## src/hw/rtl/av_timestamp_mix_queue_top_macros.svh

```systemverilog
// Assertion helpers for the mix queue RTL.
`ifndef AV_TIMESTAMP_MIX_QUEUE_TOP_MACROS_SVH
`define AV_TIMESTAMP_MIX_QUEUE_TOP_MACROS_SVH

`ifndef SYNTHESIS
// Check a condition at every clock edge outside reset.
`define AVTSQ_ASSERT_ALWAYS(lbl, cond) \
  lbl: assert property (@(posedge clk) disable iff (!rst_n) (cond)) \
    else $error("avtsq assertion failed");
// Check an implication at every clock edge outside reset.
`define AVTSQ_ASSERT_IMPLY(lbl, ante, cons) \
  lbl: assert property (@(posedge clk) disable iff (!rst_n) (ante) |-> (cons)) \
    else $error("avtsq assertion failed");
// Check a condition in the cycle after the trigger.
`define AVTSQ_ASSERT_NEXT(lbl, ante, cons) \
  lbl: assert property (@(posedge clk) disable iff (!rst_n) (ante) |=> (cons)) \
    else $error("avtsq assertion failed");
`else
`define AVTSQ_ASSERT_ALWAYS(lbl, cond)
`define AVTSQ_ASSERT_IMPLY(lbl, ante, cons)
`define AVTSQ_ASSERT_NEXT(lbl, ante, cons)
`endif

`endif

```

## src/hw/rtl/avtsq_pkg.sv

```systemverilog
`timescale 1ns / 1ps

package avtsq_pkg;

  localparam int DEPTH = 16;
  localparam int IDX_W = (DEPTH > 1) ? $clog2(DEPTH) : 1;
  localparam int CNT_W = $clog2(DEPTH + 1);
  localparam int THR_W = 4;
  localparam logic [THR_W-1:0] THR_RESET = 4'd10;

  typedef struct packed {
    logic [31:0] timestamp;
    logic        video;
    logic [15:0] tag;
  } in_beat_t;

  typedef struct packed {
    logic [31:0] timestamp;
    logic        video;
    logic [15:0] tag;
  } out_beat_t;

  // Map a logical slot (0 = oldest/smallest) onto the circular store.
  function automatic logic [IDX_W-1:0] phys_addr(input logic [IDX_W-1:0] head,
                                                 input logic [IDX_W-1:0] off);
    logic [IDX_W:0] sum;
    sum = {1'b0, head} + {1'b0, off};
    if (sum >= (IDX_W+1)'(DEPTH)) begin
      sum = sum - (IDX_W+1)'(DEPTH);
    end
    return sum[IDX_W-1:0];
  endfunction

endpackage

```

## src/hw/rtl/av_timestamp_mix_queue_top.sv

```systemverilog
`timescale 1ns / 1ps
`include "av_timestamp_mix_queue_top_macros.svh"

// Timestamp-ordered audio/video mix queue. Pulse start with a message while
// busy is low; the block inserts it into a store sorted by timestamp (equal
// timestamps keep arrival order) and then, if the release rule allows,
// presents the smallest entry on out_data for exactly one cycle with
// out_valid high. The receiver cannot stall: sample out_data whenever
// out_valid is high. Release needs one audio and one video entry, or
// cfg threshold entries of one kind with the other kind absent. A message
// that arrives while the store holds DEPTH entries is dropped. After the
// accept edge, the insertion scan reads stored entries from the youngest
// downward, moving each larger one up a slot, and stops at the first entry
// that is not larger or after the oldest; an empty store skips the scan.
// The new entry is then written and the release rule is checked; a
// release reads the head entry and shows it as the beat. A dropped message
// skips the scan and the write. Each scanned entry takes a read state and a
// compare state because the store memory registers its read data. busy
// stays high from the accept edge until the beat (if any)
// has been shown. The threshold register may be written while busy is low.
module av_timestamp_mix_queue_top
  import avtsq_pkg::*;
(
  input  logic             clk,
  input  logic             rst_n,
  input  logic             start,
  output logic             busy,
  input  in_beat_t         in_data,
  output logic             out_valid,
  output out_beat_t        out_data,
  input  logic             cfg_valid,
  output logic             cfg_ready,
  input  logic [THR_W-1:0] cfg_data
);

  localparam logic [2:0] S_IDLE  = 3'd0;
  localparam logic [2:0] S_RD    = 3'd1;
  localparam logic [2:0] S_CMP   = 3'd2;
  localparam logic [2:0] S_WNEW  = 3'd3;
  localparam logic [2:0] S_CHECK = 3'd4;
  localparam logic [2:0] S_EMIT  = 3'd5;

  // Sorted store, kept as a circular buffer starting at head_r.
  out_beat_t mem [DEPTH];
  out_beat_t rd_q_r;

  logic [2:0]       state_r, state_nxt;
  logic [IDX_W-1:0] head_r, head_nxt;
  logic [IDX_W-1:0] idx_r, idx_nxt;
  logic [CNT_W-1:0] occ_r, occ_nxt;
  logic [CNT_W-1:0] vid_r, vid_nxt;
  logic [CNT_W-1:0] aud_r, aud_nxt;
  logic [THR_W-1:0] thr_r;
  in_beat_t         item_r, item_nxt;

  logic             we;
  logic [IDX_W-1:0] waddr;
  out_beat_t        wdata;
  logic             re;
  logic [IDX_W-1:0] raddr;
  logic             release_ok;
  logic             full;

  assign full      = (occ_r == CNT_W'(DEPTH));
  assign busy      = (state_r != S_IDLE);
  assign cfg_ready = !busy;
  assign out_valid = (state_r == S_EMIT);
  assign out_data  = rd_q_r;

  // Release rule, evaluated on the counts after the insertion.
  always_comb begin
    release_ok = 1'b0;
    if (occ_r != '0) begin
      if (vid_r != '0 && aud_r != '0) begin
        release_ok = 1'b1;
      end else if (32'(vid_r) >= 32'(thr_r) && aud_r == '0) begin
        release_ok = 1'b1;
      end else if (32'(aud_r) >= 32'(thr_r) && vid_r == '0) begin
        release_ok = 1'b1;
      end
    end
  end

  always_comb begin
    state_nxt = state_r;
    head_nxt  = head_r;
    idx_nxt   = idx_r;
    occ_nxt   = occ_r;
    vid_nxt   = vid_r;
    aud_nxt   = aud_r;
    item_nxt  = item_r;
    we        = 1'b0;
    waddr     = phys_addr(head_r, idx_r);
    wdata     = rd_q_r;
    re        = 1'b0;
    raddr     = phys_addr(head_r, idx_r);
    unique case (state_r)
      S_IDLE: begin
        if (start) begin
          item_nxt = in_data;
          if (full) begin
            // Drop the message; still check for a release.
            state_nxt = S_CHECK;
          end else if (occ_r == '0) begin
            idx_nxt   = '0;
            state_nxt = S_WNEW;
          end else begin
            // Scan from the youngest (largest) entry downward.
            idx_nxt   = IDX_W'(occ_r - CNT_W'(1));
            state_nxt = S_RD;
          end
        end
      end
      S_RD: begin
        re        = 1'b1;
        state_nxt = S_CMP;
      end
      S_CMP: begin
        if (rd_q_r.timestamp > item_r.timestamp) begin
          // Move the larger entry up one slot.
          we    = 1'b1;
          waddr = phys_addr(head_r, IDX_W'(idx_r + IDX_W'(1)));
          wdata = rd_q_r;
          if (idx_r == '0) begin
            state_nxt = S_WNEW;
          end else begin
            idx_nxt   = idx_r - IDX_W'(1);
            state_nxt = S_RD;
          end
        end else begin
          idx_nxt   = idx_r + IDX_W'(1);
          state_nxt = S_WNEW;
        end
      end
      S_WNEW: begin
        we    = 1'b1;
        waddr = phys_addr(head_r, idx_r);
        wdata = out_beat_t'(item_r);
        occ_nxt = occ_r + CNT_W'(1);
        if (item_r.video) begin
          vid_nxt = vid_r + CNT_W'(1);
        end else begin
          aud_nxt = aud_r + CNT_W'(1);
        end
        state_nxt = S_CHECK;
      end
      S_CHECK: begin
        if (release_ok) begin
          re        = 1'b1;
          raddr     = head_r;
          state_nxt = S_EMIT;
        end else begin
          state_nxt = S_IDLE;
        end
      end
      S_EMIT: begin
        // Advance past the released head entry.
        head_nxt = phys_addr(head_r, IDX_W'(1));
        occ_nxt  = occ_r - CNT_W'(1);
        if (rd_q_r.video) begin
          vid_nxt = vid_r - CNT_W'(1);
        end else begin
          aud_nxt = aud_r - CNT_W'(1);
        end
        state_nxt = S_IDLE;
      end
      default: begin
        state_nxt = S_IDLE;
      end
    endcase
  end

  always_ff @(posedge clk) begin
    if (we) begin
      mem[waddr] <= wdata;
    end
    if (re) begin
      rd_q_r <= mem[raddr];
    end
  end

  always_ff @(posedge clk) begin
    if (!rst_n) begin
      state_r <= S_IDLE;
      head_r  <= '0;
      idx_r   <= '0;
      occ_r   <= '0;
      vid_r   <= '0;
      aud_r   <= '0;
      thr_r   <= THR_RESET;
    end else begin
      state_r <= state_nxt;
      head_r  <= head_nxt;
      idx_r   <= idx_nxt;
      occ_r   <= occ_nxt;
      vid_r   <= vid_nxt;
      aud_r   <= aud_nxt;
      if (cfg_valid && cfg_ready) begin
        thr_r <= cfg_data;
      end
    end
  end

  always_ff @(posedge clk) begin
    item_r <= item_nxt;
  end

  `AVTSQ_ASSERT_ALWAYS(a_count_sum, 32'(aud_r) + 32'(vid_r) == 32'(occ_r))
  `AVTSQ_ASSERT_ALWAYS(a_occ_bound, 32'(occ_r) <= DEPTH)
  `AVTSQ_ASSERT_NEXT(a_strobe_one, out_valid, !out_valid && !busy)
  `AVTSQ_ASSERT_IMPLY(a_emit_after_check, out_valid, $past(state_r) == S_CHECK)
  `AVTSQ_ASSERT_NEXT(a_start_busy, start && !busy, busy)

endmodule

```

## config.mk

```make
export PLATFORM = sky130hd
export DESIGN_NAME = av_timestamp_mix_queue_top
export DESIGN_NICKNAME = d
export VERILOG_FILES = /design/src/hw/rtl/avtsq_pkg.sv /design/src/hw/rtl/av_timestamp_mix_queue_top.sv
export VERILOG_INCLUDE_DIRS = /design/src /design/src/hw/rtl
export SDC_FILE = /design/constraint.sdc
export NUM_CORES = 1
export LEC_CHECK = 0
export BUFFER_PORTS_ARGS = -buffer_cell sky130_fd_sc_hd__buf_2
export CORE_UTILIZATION = 60
export DETAILED_ROUTE_END_ITERATION = 12
export PLACE_DENSITY = 0.77
export REMOVE_ABC_BUFFERS = 1
export SLEW_MARGIN = 10
export SYNTH_ARGS = -nofsm -noshare
export SYNTH_HDL_FRONTEND = slang
export SYNTH_SLANG_ARGS = --single-unit
export TNS_END_PERCENT = 10
```

## constraint.sdc

```tcl
create_clock -name clk -period 6.3 [get_ports clk]
set_input_delay 1.89 -clock clk [delete_from_list [all_inputs] [get_ports clk]]
set_output_delay 1.89 -clock clk [all_outputs]
set_load 0.01 [all_outputs]
```

==> flow_summary.ini <==
[status]
status = completed

[critical_path]
critPathMaxStageDelay_ps = 750
crit_fanout = 49
crit_buf_inv = 1
setup.worst_path.class = register to register
crit_path_end_kind = register
rr_startpoint = out_data[32]
cp_data_arrival_time_ps = 5410
cp_top_family = simple AND/OR/NAND/NOR gates
path_cells = ha_1, nand4_1, nor3_1, a21boi_0, nor4b_1, o22a_1, or2_2, or3_1, a21oi_4, buf_4
worstPathRequired_ps = 6540
crit_start = out_data[32]
cpMaxStageDelayCell = buf_4
cp-start-kind = register

[sta]
tns_ps = 0
setup_viol = 0
fmax_mhz = 193
finClkSkew_ps = 28.1
hold_violations = 0
slew_headroom_pct = 17.8
slew_viol_final = 0
tightest_slew_ps = 1230
period_share_pct = 82.1
fin_crit_ps = 5170
rsz0062_at_grt = false

[layout]
drive_gt1_share_pct = 18.3
n_antenna_cell = 0
synthToLayoutAreaGrowth_pct = 13.3
nets = 2457
final_core_util_pct = 68.7
finalInstanceArea_um2 = 41400

[placement]
hpwl_mm = 45.0
placed_area_um2 = 38600
portBuffers = 108
place.gp.congestion = 0.820

[die]
start_util_pct = 60.7
die_y_um = 249
io_pins = 109
die_w_um = 249
rows = 90
die_area_um2 = 61900
coreArea_um2 = 60200

[power_and_ir_drop]
p_per_area_nw_per_um2 = 394
p_leak_nw = 15.9
power_mw = 16.3
max-vdd-ir-drop_mv = 0.262

[clocking]
hold_buffers = 0
numCtsBuffers = 89
ctsResizeCount = 0
clock_latency_ps = 640
root_buffer = clkbuf_16
clock_path_buffers = 3
cts.reportedPaths.clkPinSlew_ps = 60
cts_max_level = 3
cts_tree = yes
cts_setup_buffers = 0
clkSinkCount = 912

[worst_hold_path]
min_from = thr_r[1]
hold_path_class = register to register

[logic_synthesis]
synth_cell_types = 58
netlist_area_um2 = 36600
synthArstFlopShare_pct = 0
synth_edf_count = 882
synth_area_per_cell_um2 = 16.8
yosysSeqAreaShare_pct = 74.1
yosys_warnings = 0
synth_cells = 2175
ys_seq_elements = 912
synth_ff_type = edfxtp_1

[drt]
route.top_layer_used = met4
wl_met1_mm = 32.9
route.met3.wl_mm = 7.23
route.met2.wl_mm = 40.3
wirelength_mm = 83.2
post-route-drc-count = 0
drt_iter0_markers = 2158
drtPass1Iterations = 6
num_vias = 20300
wl_per_cell_um = 26.0
ant_nets = 0
viasPerCell = 6.35

[global_routing]
grt_use_total_pct = 26.8
grt_overflow = 0
grt_antenna_before_repair = 0
grt_max_degree = 82
grt_pass1_vias = 20300
grt_pass1_wl_mm = 124

[job]
cap_viol_max_count = 0
[per-layer routing]
metal,vias up,GRT usage [%]
met5,-,0
met1,10200,35.9
met4,0,10.8
met2,972,43.6
met3,164,5.25
li1,8911,-
[path summary, 6_finish.rpt]
path	endpoint	slack (ps)	cells after the start
hold reg to reg	thr_r[1]	480	2
setup reg to reg	mem[6][1]	1130	10
setup / recovery	mem[6][1]	1130	10
hold / removal	thr_r[1]	480	2
[metrics by stage]
step	hold slack, ps	instances	setup WS [ps]
global placement	443	3030	1310
global route	499	3194	1190
detailed placement	471	3030	1240
floorplan	436	2066	-24670
finish	482	3194	1130
CTS	482	3194	1200
[sequential cells by signal (all words and copies together) (netlist names), 4 cells and up]
name / count
occ_r: 5
idx_r: 4
out_data: 49
aud_r: 5
mem: 784
vid_r: 5
head_r: 4
item_r: 49
thr_r: 4
[worst reg2reg max path: cells and delay by family (launching register included)]
kind	cells	cell delay, ps
simple gates	5	2060
compound gates	3	1160
buf+inv	1	750
flops	1	420
fa+ha+maj	1	350
[layout make-up]
cell class / count / area (µm²)
fill: 3724 / 18800
tap: 782 / 978
sequential: 912 / 27100
clock buffer: 113 / 2340
inverter: 54 / 203
timing repair buffer: 182 / 1280
multi-input combinational: 1100 / 9030
clock inverter: 51 / 487
[cell families after synthesis]
group	Yosys count	synth area share (%)
flops	912	74.1
mux	402	11.4
compound gates	327	5.82
simple gates	284	3.94
buf+inv	163	2.01
fa+ha+maj	61	2.17
xor+xnor	26	0.623
[cells in the final DEF (no fill, tap or decap), drive strengths merged, types with 3 or more instances in the layout]
cell / netlist / final
mux2: 101 / 101
or2: 3 / 3
dfxtp: 30 / 30
nor3: 10 / 10
nor4: 8 / 8
edfxtp: 882 / 882
o21ai: 48 / 48
or4: 50 / 50
mux2i: 301 / 301
nand2: 108 / 108
a31oi: 7 / 7
fa: 4 / 4
nor2b: 6 / 6
o211ai: 3 / 3
xor2: 12 / 12
inv: 54 / 59
bufinv: 0 / 8
clkbuf: 57 / 113
nand2b: 5 / 5
nand3: 19 / 19
a211oi: 4 / 4
a22o: 48 / 48
and2: 3 / 3
ha: 57 / 57
o22ai: 147 / 147
a21oi: 43 / 43
a21o: 11 / 11
clkinv: 0 / 37
xnor2: 14 / 14
buf: 52 / 182
o22a: 3 / 3
nand4: 10 / 10
nor2: 51 / 51
[power by group]
part           switching [mW]  internal (mW)
Combinational            2.21           1.15
Sequential              0.166           7.61
Clock                    2.21           2.97
Total                    4.58           11.7
[synthesized netlist by cell type, drive strengths merged (2+ instances only)]
master,n,share of area [%]
o21ai,48,0.67
nor4,8,0.17
dfxtp,30,1.6
or4,50,1.0
a31oi,7,0.12
mux2,101,3.1
or3,2,0.034
o22a,3,0.072
buf,52,0.87
o211ai,3,0.099
a21o,11,0.23
xnor2,14,0.34
nor4b,2,0.048
clkbuf,57,0.59
nand2b,5,0.086
a22oi,2,0.041
edfxtp,882,72
a32oi,2,0.048
nor2,51,0.52
mux2i,301,8.2
o22ai,147,2.5
nor2b,6,0.10
nand3,19,0.26
nor3,10,0.15
or2,3,0.051
inv,54,0.55
a211oi,4,0.082
a21oi,43,0.59
ha,57,2.0
and2,3,0.051
nand4,10,0.17
and4,2,0.048
a22o,48,1.1
nand2,108,1.1
o211a,2,0.055
fa,4,0.22
xor2,12,0.29
o31ai,2,0.041
Note: power is estimated with default switching activity, not from simulation.
